**config.mk**
```make
export PLATFORM = sky130hd
export DESIGN_NAME = round_robin_task_switcher
export DESIGN_NICKNAME = d
export VERILOG_FILES = /design/src/rtl/rrts_pkg.sv /design/src/rtl/rrts_ram.sv /design/src/rtl/round_robin_task_switcher.sv
export SDC_FILE = /design/constraint.sdc
export NUM_CORES = 1
export LEC_CHECK = 0
export BUFFER_PORTS_ARGS = -buffer_cell sky130_fd_sc_hd__clkbuf_2
export CAP_MARGIN = 0
export CORE_ASPECT_RATIO = 1.5
export CORE_MARGIN = 2
export CORE_UTILIZATION = 53
export DETAILED_ROUTE_END_ITERATION = 6
export PLACE_DENSITY = 0.75
export SETUP_SLACK_MARGIN = 0.3
export SLEW_MARGIN = 15
export SYNTH_ARGS = -nofsm -noshare
export SYNTH_HDL_FRONTEND = slang
export SYNTH_SLANG_ARGS = --single-unit
```
**constraint.sdc**
```tcl
create_clock -name i_clk -period 3.1 [get_ports i_clk]
set_input_delay 0.775 -clock i_clk [delete_from_list [all_inputs] [get_ports i_clk]]
set_output_delay 0.775 -clock i_clk [all_outputs]
set_load 0.01 [all_outputs]
```
**src/rtl/rrts_pkg.sv**
```systemverilog
// Package for the round-robin task switcher.
// Holds the sizing constants, command/status/reason codes, FSM states and the result record.
// No dependencies; imported by round_robin_task_switcher, rrts_result_check and the bench top.
`default_nettype none

package rrts_pkg;

    // Table sizing
    localparam int NUM_TASKS   = 4;
    localparam int STACK_BYTES = 256;
    localparam int GUARD_LEN   = 16;
    localparam int FRAME_BYTES = 36;
    localparam int SLOT_W      = $clog2(NUM_TASKS);

    // Field widths of the beats
    localparam int ADDR_W      = 16;
    localparam int SLOT_OUT_W  = 4;
    localparam int STATUS_W    = 2;
    localparam int REASON_W    = 2;

    // Offset from stack base to the initial stack pointer (wraps at 16 bits)
    localparam logic [ADDR_W-1:0] INIT_OFFSET = ADDR_W'(STACK_BYTES - FRAME_BYTES);

    // Command codes
    localparam logic CMD_CREATE = 1'b0;
    localparam logic CMD_TICK   = 1'b1;

    // Status codes
    localparam logic [STATUS_W-1:0] STATUS_OK     = 2'd0;
    localparam logic [STATUS_W-1:0] STATUS_FULL   = 2'd1;
    localparam logic [STATUS_W-1:0] STATUS_HALTED = 2'd2;

    // Crash reasons
    localparam logic [REASON_W-1:0] REASON_NONE   = 2'd0;
    localparam logic [REASON_W-1:0] REASON_BOUND  = 2'd1;
    localparam logic [REASON_W-1:0] REASON_CANARY = 2'd2;
    localparam logic [REASON_W-1:0] REASON_EMPTY  = 2'd3;

    // Sequencer states
    typedef enum logic [2:0] {
        ST_IDLE,
        ST_EXEC,
        ST_CHECK,
        ST_SCAN,
        ST_SP_DATA,
        ST_DONE
    } t_state;

    // One result item
    typedef struct packed {
        logic [STATUS_W-1:0]   status;
        logic [SLOT_OUT_W-1:0] slot;
        logic [ADDR_W-1:0]     next_sp;
        logic [REASON_W-1:0]   crash_reason;
        logic [SLOT_OUT_W-1:0] crash_slot;
        logic [ADDR_W-1:0]     crash_sp;
    } t_result;

endpackage

`default_nettype wire

```
**src/rtl/rrts_ram.sv**
```systemverilog
// Generic single-write, single-read RAM with a registered read port.
// Used for the saved stack pointer and stack base tables; no dependencies.
`default_nettype none

module rrts_ram #(
    parameter int WIDTH = 16,
    parameter int DEPTH = 4
) (
    input  wire                      i_clk,
    input  wire                      i_we,
    input  wire [$clog2(DEPTH)-1:0]  i_waddr,
    input  wire [WIDTH-1:0]          i_wdata,
    input  wire [$clog2(DEPTH)-1:0]  i_raddr,
    output logic [WIDTH-1:0]         o_rdata
);

    logic [WIDTH-1:0] r_mem [DEPTH];
    logic [WIDTH-1:0] r_rdata;

    // Write port and registered read
    always_ff @(posedge i_clk) begin
        if (i_we) begin
            r_mem[i_waddr] <= i_wdata;
        end
        r_rdata <= r_mem[i_raddr];
    end

    assign o_rdata = r_rdata;

endmodule

`default_nettype wire

```
**src/rtl/round_robin_task_switcher.sv**
```systemverilog
// Round-robin task switcher top level: command sequencer, active bits and output register.
// Depends on rrts_pkg and two rrts_ram instances (saved stack pointers, stack bases).
//
// Usage:
//   Slave channel takes one command beat: s_axis_tuser = cmd (0 create, 1 tick),
//   s_axis_tdata = task_base, current_sp, guard_ok. Master channel returns exactly
//   one result beat per command: m_axis_tuser = status, m_axis_tdata = slot,
//   next_sp, crash_reason, crash_slot, crash_sp.
//   A create passes through the execute and done states to the result register. A
//   tick reads the stack base from RAM, then does the guard and bound check and the
//   pointer write-back, then probes slots in the round-robin scan, then reads the
//   saved pointer and loads the output register. The slot scan sets the tick length.
//   One command is in flight at a time; s_axis_tready is high only while the
//   sequencer is idle. A finished result waits in the output register while the
//   next command is already accepted; if the receiver stalls, the sequencer holds
//   its next result until the output register frees.
//   Reset (synchronous, active low) clears the active bits, the running slot and
//   the halted flag; the tables need no clearing. After a fatal crash every
//   command is answered with status halted until reset.
`default_nettype none

module round_robin_task_switcher
    import rrts_pkg::*;
(
    input  wire         i_clk,
    input  wire         i_rst_n,
    // Command beats
    input  wire         s_axis_tvalid,
    output logic        s_axis_tready,
    input  wire  [39:0] s_axis_tdata,  // [15:0] task_base, [31:16] current_sp, [32] guard_ok
    input  wire  [0:0]  s_axis_tuser,  // [0] cmd
    // Result beats
    output logic        m_axis_tvalid,
    input  wire         m_axis_tready,
    output logic [47:0] m_axis_tdata,  // [3:0] slot, [19:4] next_sp, [21:20] crash_reason,
                                       // [25:22] crash_slot, [41:26] crash_sp
    output logic [1:0]  m_axis_tuser   // [1:0] status
);

    // Control state
    t_state                r_state, n_state;
    logic [NUM_TASKS-1:0]  r_active, n_active;
    logic [SLOT_W-1:0]     r_cur, n_cur;
    logic                  r_halted, n_halted;
    logic [SLOT_W-1:0]     r_probe, n_probe;
    logic [SLOT_W-1:0]     r_cnt, n_cnt;
    logic                  r_out_valid, n_out_valid;

    // Payload
    logic                  r_cmd;
    logic [ADDR_W-1:0]     r_base_in;
    logic [ADDR_W-1:0]     r_sp;
    logic                  r_guard;
    logic                  r_kill, n_kill;
    t_result               r_res, n_res;
    t_result               r_out;

    // RAM ports
    logic                  w_base_we;
    logic [ADDR_W-1:0]     w_base_rdata;
    logic                  w_sp_we;
    logic [SLOT_W-1:0]     w_sp_waddr;
    logic [ADDR_W-1:0]     w_sp_wdata;
    logic [ADDR_W-1:0]     w_sp_rdata;

    // Decode helpers
    logic                  w_accept;
    logic                  w_out_free;
    logic                  w_full;
    logic [SLOT_W-1:0]     w_free_idx;
    logic                  w_create_ok;
    logic                  w_bound_hit;
    logic                  w_probe_hit;
    logic                  w_scan_last;
    logic [SLOT_W-1:0]     w_cur_inc;
    logic [SLOT_W-1:0]     w_probe_inc;

    assign w_accept    = s_axis_tvalid && s_axis_tready;
    assign w_out_free  = !r_out_valid || m_axis_tready;
    assign w_full      = &r_active;
    assign w_create_ok = (r_state == ST_EXEC) && !r_halted && (r_cmd == CMD_CREATE) && !w_full;
    assign w_bound_hit = {1'b0, r_sp} < ({1'b0, w_base_rdata} + (ADDR_W+1)'(GUARD_LEN));
    assign w_probe_hit = r_active[r_probe];
    assign w_scan_last = (r_cnt == SLOT_W'(NUM_TASKS - 1));
    assign w_cur_inc   = (r_cur == SLOT_W'(NUM_TASKS - 1)) ? '0 : r_cur + 1'b1;
    assign w_probe_inc = (r_probe == SLOT_W'(NUM_TASKS - 1)) ? '0 : r_probe + 1'b1;

    // Lowest free slot
    always_comb begin
        w_free_idx = '0;
        for (int i = NUM_TASKS - 1; i >= 0; i--) begin
            if (!r_active[i]) begin
                w_free_idx = SLOT_W'(i);
            end
        end
    end

    // Table RAM writes: create fills both, tick saves the running pointer
    assign w_base_we = w_create_ok;
    always_comb begin
        w_sp_we    = 1'b0;
        w_sp_waddr = r_cur;
        w_sp_wdata = r_sp;
        if (w_create_ok) begin
            w_sp_we    = 1'b1;
            w_sp_waddr = w_free_idx;
            w_sp_wdata = r_base_in + INIT_OFFSET;
        end else if (r_state == ST_CHECK) begin
            w_sp_we    = 1'b1;
        end
    end

    rrts_ram #(
        .WIDTH (ADDR_W),
        .DEPTH (NUM_TASKS)
    ) u_base_ram (
        .i_clk   (i_clk),
        .i_we    (w_base_we),
        .i_waddr (w_free_idx),
        .i_wdata (r_base_in),
        .i_raddr (r_cur),
        .o_rdata (w_base_rdata)
    );

    rrts_ram #(
        .WIDTH (ADDR_W),
        .DEPTH (NUM_TASKS)
    ) u_sp_ram (
        .i_clk   (i_clk),
        .i_we    (w_sp_we),
        .i_waddr (w_sp_waddr),
        .i_wdata (w_sp_wdata),
        .i_raddr (r_probe),
        .o_rdata (w_sp_rdata)
    );

    // Next state
    always_comb begin
        n_state = r_state;
        unique case (r_state)
            ST_IDLE: begin
                if (w_accept) begin
                    n_state = ST_EXEC;
                end
            end
            ST_EXEC: begin
                if (!r_halted && r_cmd == CMD_TICK) begin
                    n_state = ST_CHECK;
                end else begin
                    n_state = ST_DONE;
                end
            end
            ST_CHECK: begin
                n_state = r_guard ? ST_SCAN : ST_DONE;
            end
            ST_SCAN: begin
                if (w_probe_hit) begin
                    n_state = ST_SP_DATA;
                end else if (w_scan_last) begin
                    n_state = ST_DONE;
                end
            end
            ST_SP_DATA: begin
                n_state = ST_DONE;
            end
            ST_DONE: begin
                if (w_out_free) begin
                    n_state = ST_IDLE;
                end
            end
            default: n_state = ST_IDLE;
        endcase
    end

    // FSM outputs and datapath updates
    always_comb begin
        n_active    = r_active;
        n_cur       = r_cur;
        n_halted    = r_halted;
        n_probe     = r_probe;
        n_cnt       = r_cnt;
        n_kill      = r_kill;
        n_res       = r_res;
        n_out_valid = r_out_valid;
        s_axis_tready = (r_state == ST_IDLE);

        if (r_out_valid && m_axis_tready) begin
            n_out_valid = 1'b0;
        end

        unique case (r_state)
            ST_IDLE: ;
            ST_EXEC: begin
                n_res = '0;
                if (r_halted) begin
                    n_res.status = STATUS_HALTED;
                end else if (r_cmd == CMD_CREATE) begin
                    if (w_full) begin
                        n_res.status = STATUS_FULL;
                    end else begin
                        n_active[w_free_idx] = 1'b1;
                        n_res.status  = STATUS_OK;
                        n_res.slot    = SLOT_OUT_W'(w_free_idx);
                        n_res.next_sp = r_base_in + INIT_OFFSET;
                    end
                end
            end
            ST_CHECK: begin
                n_res.crash_slot = SLOT_OUT_W'(r_cur);
                n_res.crash_sp   = r_sp;
                if (!r_guard) begin
                    // Canary damage halts before the bound check
                    n_halted           = 1'b1;
                    n_res.status       = STATUS_HALTED;
                    n_res.crash_reason = REASON_CANARY;
                end else begin
                    n_kill  = w_bound_hit;
                    n_probe = w_cur_inc;
                    n_cnt   = '0;
                    if (w_bound_hit) begin
                        n_active[r_cur] = 1'b0;
                    end
                end
            end
            ST_SCAN: begin
                if (!w_probe_hit) begin
                    n_probe = w_probe_inc;
                    n_cnt   = r_cnt + 1'b1;
                    if (w_scan_last) begin
                        // No active slot left
                        n_halted           = 1'b1;
                        n_res.status       = STATUS_HALTED;
                        n_res.crash_reason = REASON_EMPTY;
                    end
                end
            end
            ST_SP_DATA: begin
                n_cur         = r_probe;
                n_res.status  = STATUS_OK;
                n_res.slot    = SLOT_OUT_W'(r_probe);
                n_res.next_sp = w_sp_rdata;
                if (r_kill) begin
                    n_res.crash_reason = REASON_BOUND;
                end else begin
                    n_res.crash_reason = REASON_NONE;
                    n_res.crash_slot   = '0;
                    n_res.crash_sp     = '0;
                end
            end
            ST_DONE: begin
                if (w_out_free) begin
                    n_out_valid = 1'b1;
                end
            end
            default: ;
        endcase
    end

    // Control registers
    always_ff @(posedge i_clk) begin
        if (!i_rst_n) begin
            r_state     <= ST_IDLE;
            r_active    <= '0;
            r_cur       <= '0;
            r_halted    <= 1'b0;
            r_probe     <= '0;
            r_cnt       <= '0;
            r_out_valid <= 1'b0;
        end else begin
            r_state     <= n_state;
            r_active    <= n_active;
            r_cur       <= n_cur;
            r_halted    <= n_halted;
            r_probe     <= n_probe;
            r_cnt       <= n_cnt;
            r_out_valid <= n_out_valid;
        end
    end

    // Payload registers
    always_ff @(posedge i_clk) begin
        if (w_accept) begin
            r_base_in <= s_axis_tdata[15:0];
            r_sp      <= s_axis_tdata[31:16];
            r_guard   <= s_axis_tdata[32];
            r_cmd     <= s_axis_tuser[0];
        end
        r_kill <= n_kill;
        r_res  <= n_res;
        if (r_state == ST_DONE && w_out_free) begin
            r_out <= r_res;
        end
    end

    // Result beat
    assign m_axis_tvalid = r_out_valid;
    assign m_axis_tuser  = r_out.status;
    assign m_axis_tdata  = {6'd0, r_out.crash_sp, r_out.crash_slot, r_out.crash_reason,
                            r_out.next_sp, r_out.slot};

`ifndef ASSERT_OFF
    // A fatal crash is sticky until reset
    a_halt_sticky: assert property (@(posedge i_clk) disable iff (!i_rst_n)
        r_halted |=> r_halted)
        else $error("halted flag cleared without reset");

    // A result is only loaded from the final sequencer state
    a_out_from_done: assert property (@(posedge i_clk) disable iff (!i_rst_n)
        $rose(r_out_valid) |-> $past(r_state == ST_DONE))
        else $error("result loaded outside the done state");

    // A switched-to task is active
    a_next_active: assert property (@(posedge i_clk) disable iff (!i_rst_n)
        (r_state == ST_SP_DATA) |=> r_active[r_cur])
        else $error("scheduled slot is not active");

    // Fatal reasons only come with the halted status
    a_fatal_status: assert property (@(posedge i_clk) disable iff (!i_rst_n)
        (m_axis_tvalid && (r_out.crash_reason == REASON_CANARY ||
                           r_out.crash_reason == REASON_EMPTY))
        |-> (r_out.status == STATUS_HALTED))
        else $error("fatal crash reported without halted status");

    // The scan never runs past one full turn
    a_scan_bound: assert property (@(posedge i_clk) disable iff (!i_rst_n)
        (r_state == ST_SCAN && w_scan_last) |=> (r_state != ST_SCAN))
        else $error("slot scan exceeded the table size");
`endif

endmodule

`default_nettype wire

```
# Yosys cells after proc, flatten, opt, wreduce, memory -nomap -nowiden

Memories as Yosys holds them, arrays and structs flattened. A register that Yosys moved wholly into a read port is not among the register bits.
Cells that the tools add are included.

Flip-flop bits (word level): 138
RAM bits: 128
Output and inout port bits: 52
Logic and storage cells: 150
Memories kept: 2

$add $sub $neg: 5
Order comparisons: 6
Eq/ne operators: 20
Mux-type cells: 62
Bitwise logic cells: 4
Reductions and logical operators: 27

Memory list:

| memory           | words | bits a word | rd ports | clocked after Yosys merged registers in | wr ports | line           | source |
|---|---|---|---|---|---|---|---|
| u_base_ram.r_mem | 4     | 16          | 1        | 1                                       | 1        | rrts_ram.sv:17 | `logic [WIDTH-1:0] r_mem [DEPTH];` |
| u_sp_ram.r_mem   | 4     | 16          | 1        | 1                                       | 1        | rrts_ram.sv:17 |  |

Operator list:

| cell                                                                          | count |
|---|---|
| 20-bit one-hot mux with 3 select lines                                        | 1 |
| 20-bit two-way mux                                                            | 2 |
| 20-bit one-hot mux with 2 select lines                                        | 1 |
| 2-bit two-way mux                                                             | 17 |
| 22-bit two-way mux                                                            | 1 |
| 4-bit two-way mux                                                             | 5 |
| 2-bit inequality test (second input constant)                                 | 10 |
| 18-bit two-way mux                                                            | 1 |
| 3-bit two-way mux                                                             | 6 |
| 3-bit one-hot mux with 6 select lines                                         | 1 |
| 16-bit by 5-bit adder with 17-bit output (second input constant)              | 1 |
| 16-bit by 17-bit less-than comparator with 1-bit output                       | 1 |
| 1-bit two-way mux                                                             | 17 |
| 16-bit by 8-bit adder with 16-bit output (second input constant)              | 1 |
| 16-bit two-way mux                                                            | 1 |
| 2-bit one-hot mux with 4 select lines                                         | 2 |
| 4-bit AND reduction                                                           | 3 |
| 1-bit logical AND                                                             | 9 |
| 2-bit by 3-bit less-than comparator with 1-bit output (second input constant) | 3 |
| 2-bit one-hot mux with 2 select lines                                         | 2 |
| 4-bit one-hot mux with 2 select lines                                         | 1 |
| 2-bit by 1-bit adder with 2-bit output (second input constant)                | 3 |
| 2-bit == test (second input constant)                                         | 3 |
| 3-bit by 2-bit == test with 1-bit output (second input constant)              | 2 |
| 21 further kinds                                                              | 30 |

# Depth between registers and ports, before layout

Gate-level depths: netlist of run 1.

Word-level depth: 13
Depth in mapped cells: 11
Depth with buffers taken out: 10

# Cells and area by module

A second synthesis of run 1 with hierarchy kept.

Cells, all modules: 659
Area, all modules: 11146.9 sq um

By module, submodules not included:

| module                    | instances | cells an instance | area each (sq um) |
|---|---|---|---|
| round_robin_task_switcher | 1         | 451               | 5751.8 |
| rrts_ram                  | 2         | 104               | 2697.6 |

# Least setup slack after synthesis of run 1

No wires, ideal clock.

Path kind: input -> register
Start: input port m_axis_tready
End: register r_out (netlist bit m_axis_tdata[0]) (enable)
Library setup time: 0.442 ns
Arrival time: 2.711 ns
Required time: 2.658 ns
Setup slack: -0.053 ns
Stages on the path: 2
Buffers on the path: 0
Cell sequence: nand2b_1 -> nor2b_1

Word-level cells in the longest chain between the ends: 2

RTL lines:

| element              | line                             | source |
|---|---|---|
| start, declared      | round_robin_task_switcher.sv:34  | `input wire m_axis_tready,` |
| 1-bit logical OR     | round_robin_task_switcher.sv:79  | `assign w_out_free = !r_out_valid \|\| m_axis_tready;` |
| 1-bit logical AND    | round_robin_task_switcher.sv:290 | `if (r_state == ST_DONE && w_out_free) begin` |
| end signal, assigned | round_robin_task_switcher.sv:291 | `r_out <= r_res;` |
| end, declared        | round_robin_task_switcher.sv:56  | `t_result r_out;` |

Every way passes these cells.
A chain may end at the register's enable or synchronous reset.

# Worst setup path in the final report of run 1

Start: register u_base_ram.r_rdata[8] (netlist: u_base_ram.o_rdata[8]), read port of u_base_ram.r_mem
End: register r_active[0]

Word-level cells in the longest chain between the ends: 4

RTL lines:

| element                                                 | line                             | source |
|---|---|---|
| start, declared                                         | rrts_ram.sv:18                   | `logic [WIDTH-1:0] r_rdata;` |
| 16-bit by 5-bit adder with 17-bit output                | round_robin_task_switcher.sv:82  | `assign w_bound_hit = {1'b0, r_sp} < ({1'b0, w_base_rdata} + (ADDR_W+1)'(GUARD_LEN));` |
| 16-bit by 17-bit less-than comparator with 1-bit output | round_robin_task_switcher.sv:82  |  |
| 2-bit inequality test (no line)                         | --                               |  |
| 6-bit AND reduction (no line)                           | --                               |  |
| end signal, assigned                                    | round_robin_task_switcher.sv:271 | `r_active <= n_active;` |
| end, declared                                           | round_robin_task_switcher.sv:42  | `logic [NUM_TASKS-1:0] r_active, n_active;` |

Every way passes these cells.

==> results.json, run 1 <==
{
  "cts_buffer_depth": 3,
  "core-area_um2": 20900,
  "cts-root-buf": "clkbuf_16",
  "numCtsBuffers": 26,
  "die_y_um": 181.9,
  "drc": 0,
  "hold_buffers": 0,
  "setup_viol": 0,
  "grt_pass1_vias": 6019,
  "p_per_area_nw_per_um2": 716.4,
  "routed_wl_mm": 21.39,
  "port_buffers": 79,
  "drive_gt1_frac": 0.2436,
  "synth-async-reset-ratio": 0,
  "vias": 5916,
  "fin_crit_sh": 0.8299,
  "diodes": 0,
  "min_path_cells": 0,
  "ys_ff_latch": 290,
  "synth_fa_ha_area_frac": 0.02574,
  "final_util": 0.6073,
  "hold_viol": 0,
  "syn_area_um2": 11180,
  "fp.dieW_um": 122.6,
  "synth_ff_type": "edfxtp_1",
  "dp_hpwl_mm": 14.67,
  "post-place-cells": 1000,
  "r2r_cells": 11,
  "yosys_warnings": 0,
  "syn2layout_area_growth_pct": 13.55,
  "finalNonFillerCells": 1048,
  "initial_core_util": 0.5348,
  "first_pass_iters": 5,
  "grt_usage": 0.1956,
  "gp_congestion": 0.8231,
  "arrival_ps": 2960,
  "rows": 65,
  "clock-sinks": 290,
  "synth_compound_area_frac": 0.04847,
  "muxShareOfSynthArea": 0.07152,
  "cts.clk_slew.worst_paths_ps": 70,
  "cp_max_fo": 5,
  "htree_levels": 1,
  "synth_cells": 658,
  "critPathKind": "register to register",
  "r2r-start": "u_base_ram.o_rdata[8]",
  "synth_sequential_area_ratio": 0.7370,
  "num-nets-final": 828,
  "overflow": 0,
  "grt_max_degree": 35,
  "skew_ps": 14.85,
  "drt-initial-drc-count": 483,
  "avgSynthCellArea_um2": 16.99,
  "grt_pass1_wl_mm": 32.63,
  "status": "finished, final reports clean",
  "min_path_type": "register to register",
  "r2r_slack_ps": 530,
  "end_kind": "register",
  "post-cts-setup-buffers": 0,
  "crit_required_ps": 3490,
  "place_ws_ps": 550.2,
  "hold_path.startpoint": "r_res[24]",
  "clock_latency_ps": 530,
  "yosys.area_share.simple": 0.07813,
  "ios": 97,
  "wl_per_cell_um": 20.41,
  "worst_setup_path_start_kind": "register",
  "cts_tree": "yes",
  "drv_slew": 0,
  "startpoint": "u_base_ram.o_rdata[8]",
  "maxSlewHeadroom": 0.5855,
  "fin_setup_tns_ps": 0,
  "cts_resized": 0,
  "synth-xor-area-share": 0.01645,
  "power_leakage_uw": 0.004469,
  "peakVddDrop_v": 0.0004717,
  "rsz0062_at_grt": "false",
  "min_period_ps": 2573,
  "synth_edf_count": 243,
  "antenna_found_initial": 0,
  "timing.final.ws_setup_ps": 527.4,
  "fmax_mhz": 388.7,
  "hold_ws_ps": 411.9,
  "dieArea_um2": 22290,
  "postRouteAntennaNets": 0,
  "tightest_slew_ps": 620.5,
  "post_synth_num_cell_types": 62,
  "maxCapViolCount": 0,
  "vias_per_cell": 5.645,
  "synth_top_family_by_area": "simple AND/OR/NAND/NOR gates"
}
flip-flops by register name, summed over array words and instances, names as in the netlist:
register / cells
r_cmd: 1
m_axis_tdata: 38
r_state: 3
r_cnt: 2
r_guard: 1
u_base_ram.o_rdata: 16
r_halted: 1
r_cur: 2
r_active: 4
m_axis_tuser: 2
r_sp: 16
u_sp_ram.r_mem: 64
r_probe: 2
r_kill: 1
m_axis_tvalid: 1
u_sp_ram.o_rdata: 16
u_base_ram.r_mem: 64
r_res: 40
r_base_in: 16
worst max-delay path: stages (launching register included):
cell,delay (ps)
dfxtp_1,400
and4_1,250
and3_1,220
nand3_1,100
xor2_1,160
ha_1,300
nand3_1,140
nor2_1,70
a2111oi_1,360
buf_4,200
and3_1,160
a21oi_1,80
through the flow:
stage,power [uW],area (um2)
3_3_place_gp,6178,11910
4_1_cts,9168,12690
3_5_place_dp,6264,11910
2_1_floorplan,5827,11210
6_report,9093,12690
5_1_grt,9453,12690
synth_stat cells (4+ instances only):
cell type,instances,area [um2]
a21oi_1,20,100.1
a22o_1,5,43.79
and2_1,23,143.9
and3_1,8,50.05
buf_2,8,40.04
buf_4,10,75.07
clkbuf_1,11,41.29
dfxtp_1,47,940.9
edfxtp_1,243,7297
ha_1,23,287.8
inv_1,11,41.29
mux2_2,5,56.30
mux4_2,33,743.2
nand2_1,43,161.4
nand2b_1,7,43.79
nand3_1,11,55.05
nand4_1,6,37.54
nor2_1,31,116.4
nor2b_1,7,43.79
nor3_1,5,25.02
nor3b_1,4,30.03
o21ai_0,9,45.04
o21ai_1,10,50.05
xnor2_1,11,96.34
xor2_1,10,87.58
routing by layer:
metal  GRT usage  share of wire  vias to the layer above
met5           0              0                        -
met1      0.2274           0.36                     2926
li1            -              -                     2695
met2      0.3500           0.53                      233
met3     0.03015          0.060                       62
met4     0.09103          0.044                        0
path summary, 6_finish.rpt:
kind	to
min	m_axis_tdata[6]
max	r_active[0]
max reg2reg	r_active[0]
min reg2reg	m_axis_tdata[6]
final cells by class:
class / instances / area [um2]
repair buffers: 99 / 558.0
inverters: 11 / 41.29
well taps: 268 / 335.3
fillers: 1499 / 8208
clock inverters: 11 / 57.56
flip-flops and latches: 290 / 8238
clock buffers: 37 / 723.2
multi-input cells: 332 / 2740
cell families (layout without fill, tap and decap cells):
kind of cell	Yosys count	in the layout
adders and majority gates	23	23
AOI/OAI and AO/OA	80	80
DFF	290	290
and+or+nand+nor	160	160
buffers and inverters	45	158
muxes	38	38
xor gates and xnor gates	21	21
other	1	10
cell usage in the layout, fill, tap and decap left out, types with 11 or more instances in the layout:
master / Yosys / final
ha_1: 23 / 23
and2_1: 23 / 23
clkbuf_16: 0 / 27
edfxtp_1: 243 / 243
nor2_1: 31 / 31
nand3_1: 11 / 11
dfxtp_1: 47 / 47
nand2_1: 43 / 43
inv_1: 11 / 11
a21oi_1: 20 / 19
mux4_2: 33 / 33
xnor2_1: 11 / 11
buf_4: 10 / 19
clkbuf_2: 0 / 79
power by group:
part	switching, uW	internal, uW
clock	1290	1620
combinational	669	412
sequential	237	4860
total	2200	6890
(Power assumes the default switching activity.)
==> run 2, diff against run 1 <==
--- a/config.mk
+++ b/config.mk
@@ -9,9 +9,9 @@
 export CAP_MARGIN = 0
 export CORE_ASPECT_RATIO = 1.5
 export CORE_MARGIN = 2
-export CORE_UTILIZATION = 53
+export CORE_UTILIZATION = 59
 export DETAILED_ROUTE_END_ITERATION = 6
-export PLACE_DENSITY = 0.75
+export PLACE_DENSITY = 0.79
 export SETUP_SLACK_MARGIN = 0.3
 export SLEW_MARGIN = 15
 export SYNTH_ARGS = -nofsm -noshare
==> constraint.sdc (replaced) <==
create_clock -name i_clk -period 2.6 [get_ports i_clk]
set_input_delay 0.65 -clock i_clk [delete_from_list [all_inputs] [get_ports i_clk]]
set_output_delay 0.65 -clock i_clk [all_outputs]
set_load 0.01 [all_outputs]
==> run 2 against run 1 <==
Effect of this change: setup slack worse by 320 ps; critical path depth is the same; combinational power is 31% higher; sequential cell count unchanged; first-iteration DRC count up 1.4%; sequential power up 19%; utilization rose by 9.5 points; hold slack got worse by 120 ps; count of clock-buffer cells in the layout grew 4; via count rose by 2.9%; routed wire length grew 5.0%; sequential share of layout area is 1.5 points lower.
==> results.json, run 2 (synthesis results as in run 1) <==
{
  "status": "finished, final reports clean",
  "ios": 97,
  "fin_crit_sh": 0.9187,
  "end_kind": "register",
  "hold_viol": 0,
  "cp_cell_sequence": "buf_4, nand3_2, nor2_4, nand4_1, xor2_1, ha_1, nand4_1, nor2_2, a2111oi_4, and3_1, a21oi_2",
  "diodes": 0,
  "clock-sinks": 290,
  "hold_buffers": 0,
  "grt_usage": 0.2275,
  "dp_hpwl_mm": 14.87,
  "crit_family": "simple AND/OR/NAND/NOR gates",
  "setup_viol": 0,
  "cp_max_fo": 5,
  "arrival_ps": 2800,
  "drt-initial-drc-count": 490,
  "seqPwrFrac": 0.538,
  "maxCapViolCount": 0,
  "max_stage_delay_ps": 380,
  "power.switching_uw": 2713,
  "cts.clk_slew.worst_paths_ps": 70,
  "overflow": 0,
  "grt_pass1_vias": 6360,
  "crit_slowest_cell": "a2111oi_4",
  "critPathKind": "register to register",
  "grt_pass1_wl_mm": 34.32,
  "cp_num_buf_inv": 1,
  "first_pass_iters": 6,
  "fin_setup_tns_ps": 0,
  "mostFrequentLayoutCells": "243 x edfxtp_1, 79 x clkbuf_2, 42 x nand2_1, 41 x dfxtp_1, 35 x buf_4",
  "drc": 0,
  "vias_per_cell": 5.806,
  "rsz0062_at_grt": "true",
  "dieArea_um2": 20090,
  "cts_tree": "yes",
  "drive_gt1_frac": 0.2986,
  "fmax_mhz": 418.7,
  "drv_slew": 0,
  "initial_core_util": 0.6027,
  "postRouteAntennaNets": 0,
  "layout_commonest_cell": "edfxtp_1",
  "antenna_found_initial": 0,
  "fp.dieW_um": 116.4,
  "num-nets-final": 845,
  "port_buffers": 79,
  "cpMostUsedCell": "nand4_1",
  "hold_ws_ps": 295.2,
  "worst_setup_path_start_kind": "register",
  "rows": 61,
  "switching_share": 0.2402,
  "min_period_ps": 2389,
  "clock_power_share": 0.336,
  "numCtsBuffers": 26,
  "grt_max_degree": 41,
  "syn2layout_area_growth_pct": 16.45,
  "wl_per_cell_um": 21.41,
  "tightest_slew_ps": 557.4,
  "cts-root-buf": "clkbuf_16",
  "power_leakage_uw": 0.004608,
  "gp_congestion": 0.9139,
  "htree_levels": 1,
  "core-area_um2": 18550,
  "routed_wl_mm": 22.46,
  "top_regs": "u_base_ram.r_mem: 64 flops, u_sp_ram.r_mem: 64 flops, r_res: 40 flops",
  "skew_ps": 12.68,
  "p_per_area_nw_per_um2": 867.7,
  "pwr-share-comb": 0.126,
  "min_path_type": "primary input to register",
  "cts_buffer_depth": 3,
  "p_int_uw": 8582,
  "crit_required_ps": 3010,
  "vias": 6090,
  "maxSlewHeadroom": 0.6245,
  "die_y_um": 172.6,
  "clock_latency_ps": 530,
  "peakVddDrop_v": 0.0006042
}
## run 2: cell types whose count changed in the layout (fill, tap and decap cells not counted), sizes merged
| cell | delta |
|---|---|
| clkinvlp | -1 |
| clkinv | -6 |
| clkbuf | +4 |
| bufinv | +2 |
| inv | +1 |
| buf | +17 |
## run 2: final timing paths
check                        start          endpoint  slack (ps)  cells after the start
max          u_base_ram.o_rdata[4]       r_active[2]         210                     11
min               s_axis_tdata[14]     r_base_in[14]         300                      1
max reg2reg  u_base_ram.o_rdata[4]       r_active[2]         210                     11
min reg2reg              r_res[11]  m_axis_tdata[37]         420                      0
## run 2: stage by stage
step	cell area, um2	utilization	instances	setup slack, ps	total power, uW
floorplan	11250	-	667	105.1	6963
global placement	11950	0.6443	990	195.9	7389
detailed placement	11950	0.6443	990	103.7	7494
CTS	12910	0.6961	1043	288.2	11310
global route	13020	0.7019	1049	139.9	11700
finish	13020	0.7019	1049	211.4	11300
## run 2: final cells by class
class | count | area (um2)
clock buffer | 41 | 768.2
clock inverter | 7 | 91.34
fill | 1162 | 5529
inverter | 11 | 41.29
multi-input combinational | 332 | 2870
sequential | 290 | 8250
tap | 252 | 315.3
timing repair buffer | 116 | 680.7
## run 2: worst reg2reg max path: stages (launching register included)
cell and delay, ps:
dfxtp_4 370, buf_4 110, nand3_2 110, nor2_4 170, nand4_1 140, xor2_1 160, ha_1 340, nand4_1 130
nor2_2 60, a2111oi_4 380, and3_1 250, a21oi_2 70
## run 2: routing by layer
layer | vias to the layer above | part of all wire | global-route usage
met5 | - | 0 | 0
met3 | 83 | 0.063 | 0.03610
li1 | 2732 | - | -
met2 | 247 | 0.53 | 0.3963
met1 | 3028 | 0.35 | 0.2651
met4 | 0 | 0.059 | 0.1230
## run 2: what timing repair did
item / CTS / global route
setup endpoints to repair: 13 / 50
setup buffers: 5 / 6
hold endpoints to repair: 0 / 0
resized for setup: 18 / 16
pin swaps: 7 / 12
## run 2: power by group through the flow
stage / logic [uW] / clock network [uW] / registers, uW
finish: 1420 / 3800 / 6080
global route: 1540 / 4040 / 6120
CTS: 1370 / 3860 / 6070
detailed placement: 1330 / 0 / 6170
global placement: 1260 / 0 / 6130
floorplan: 911 / 0 / 6050
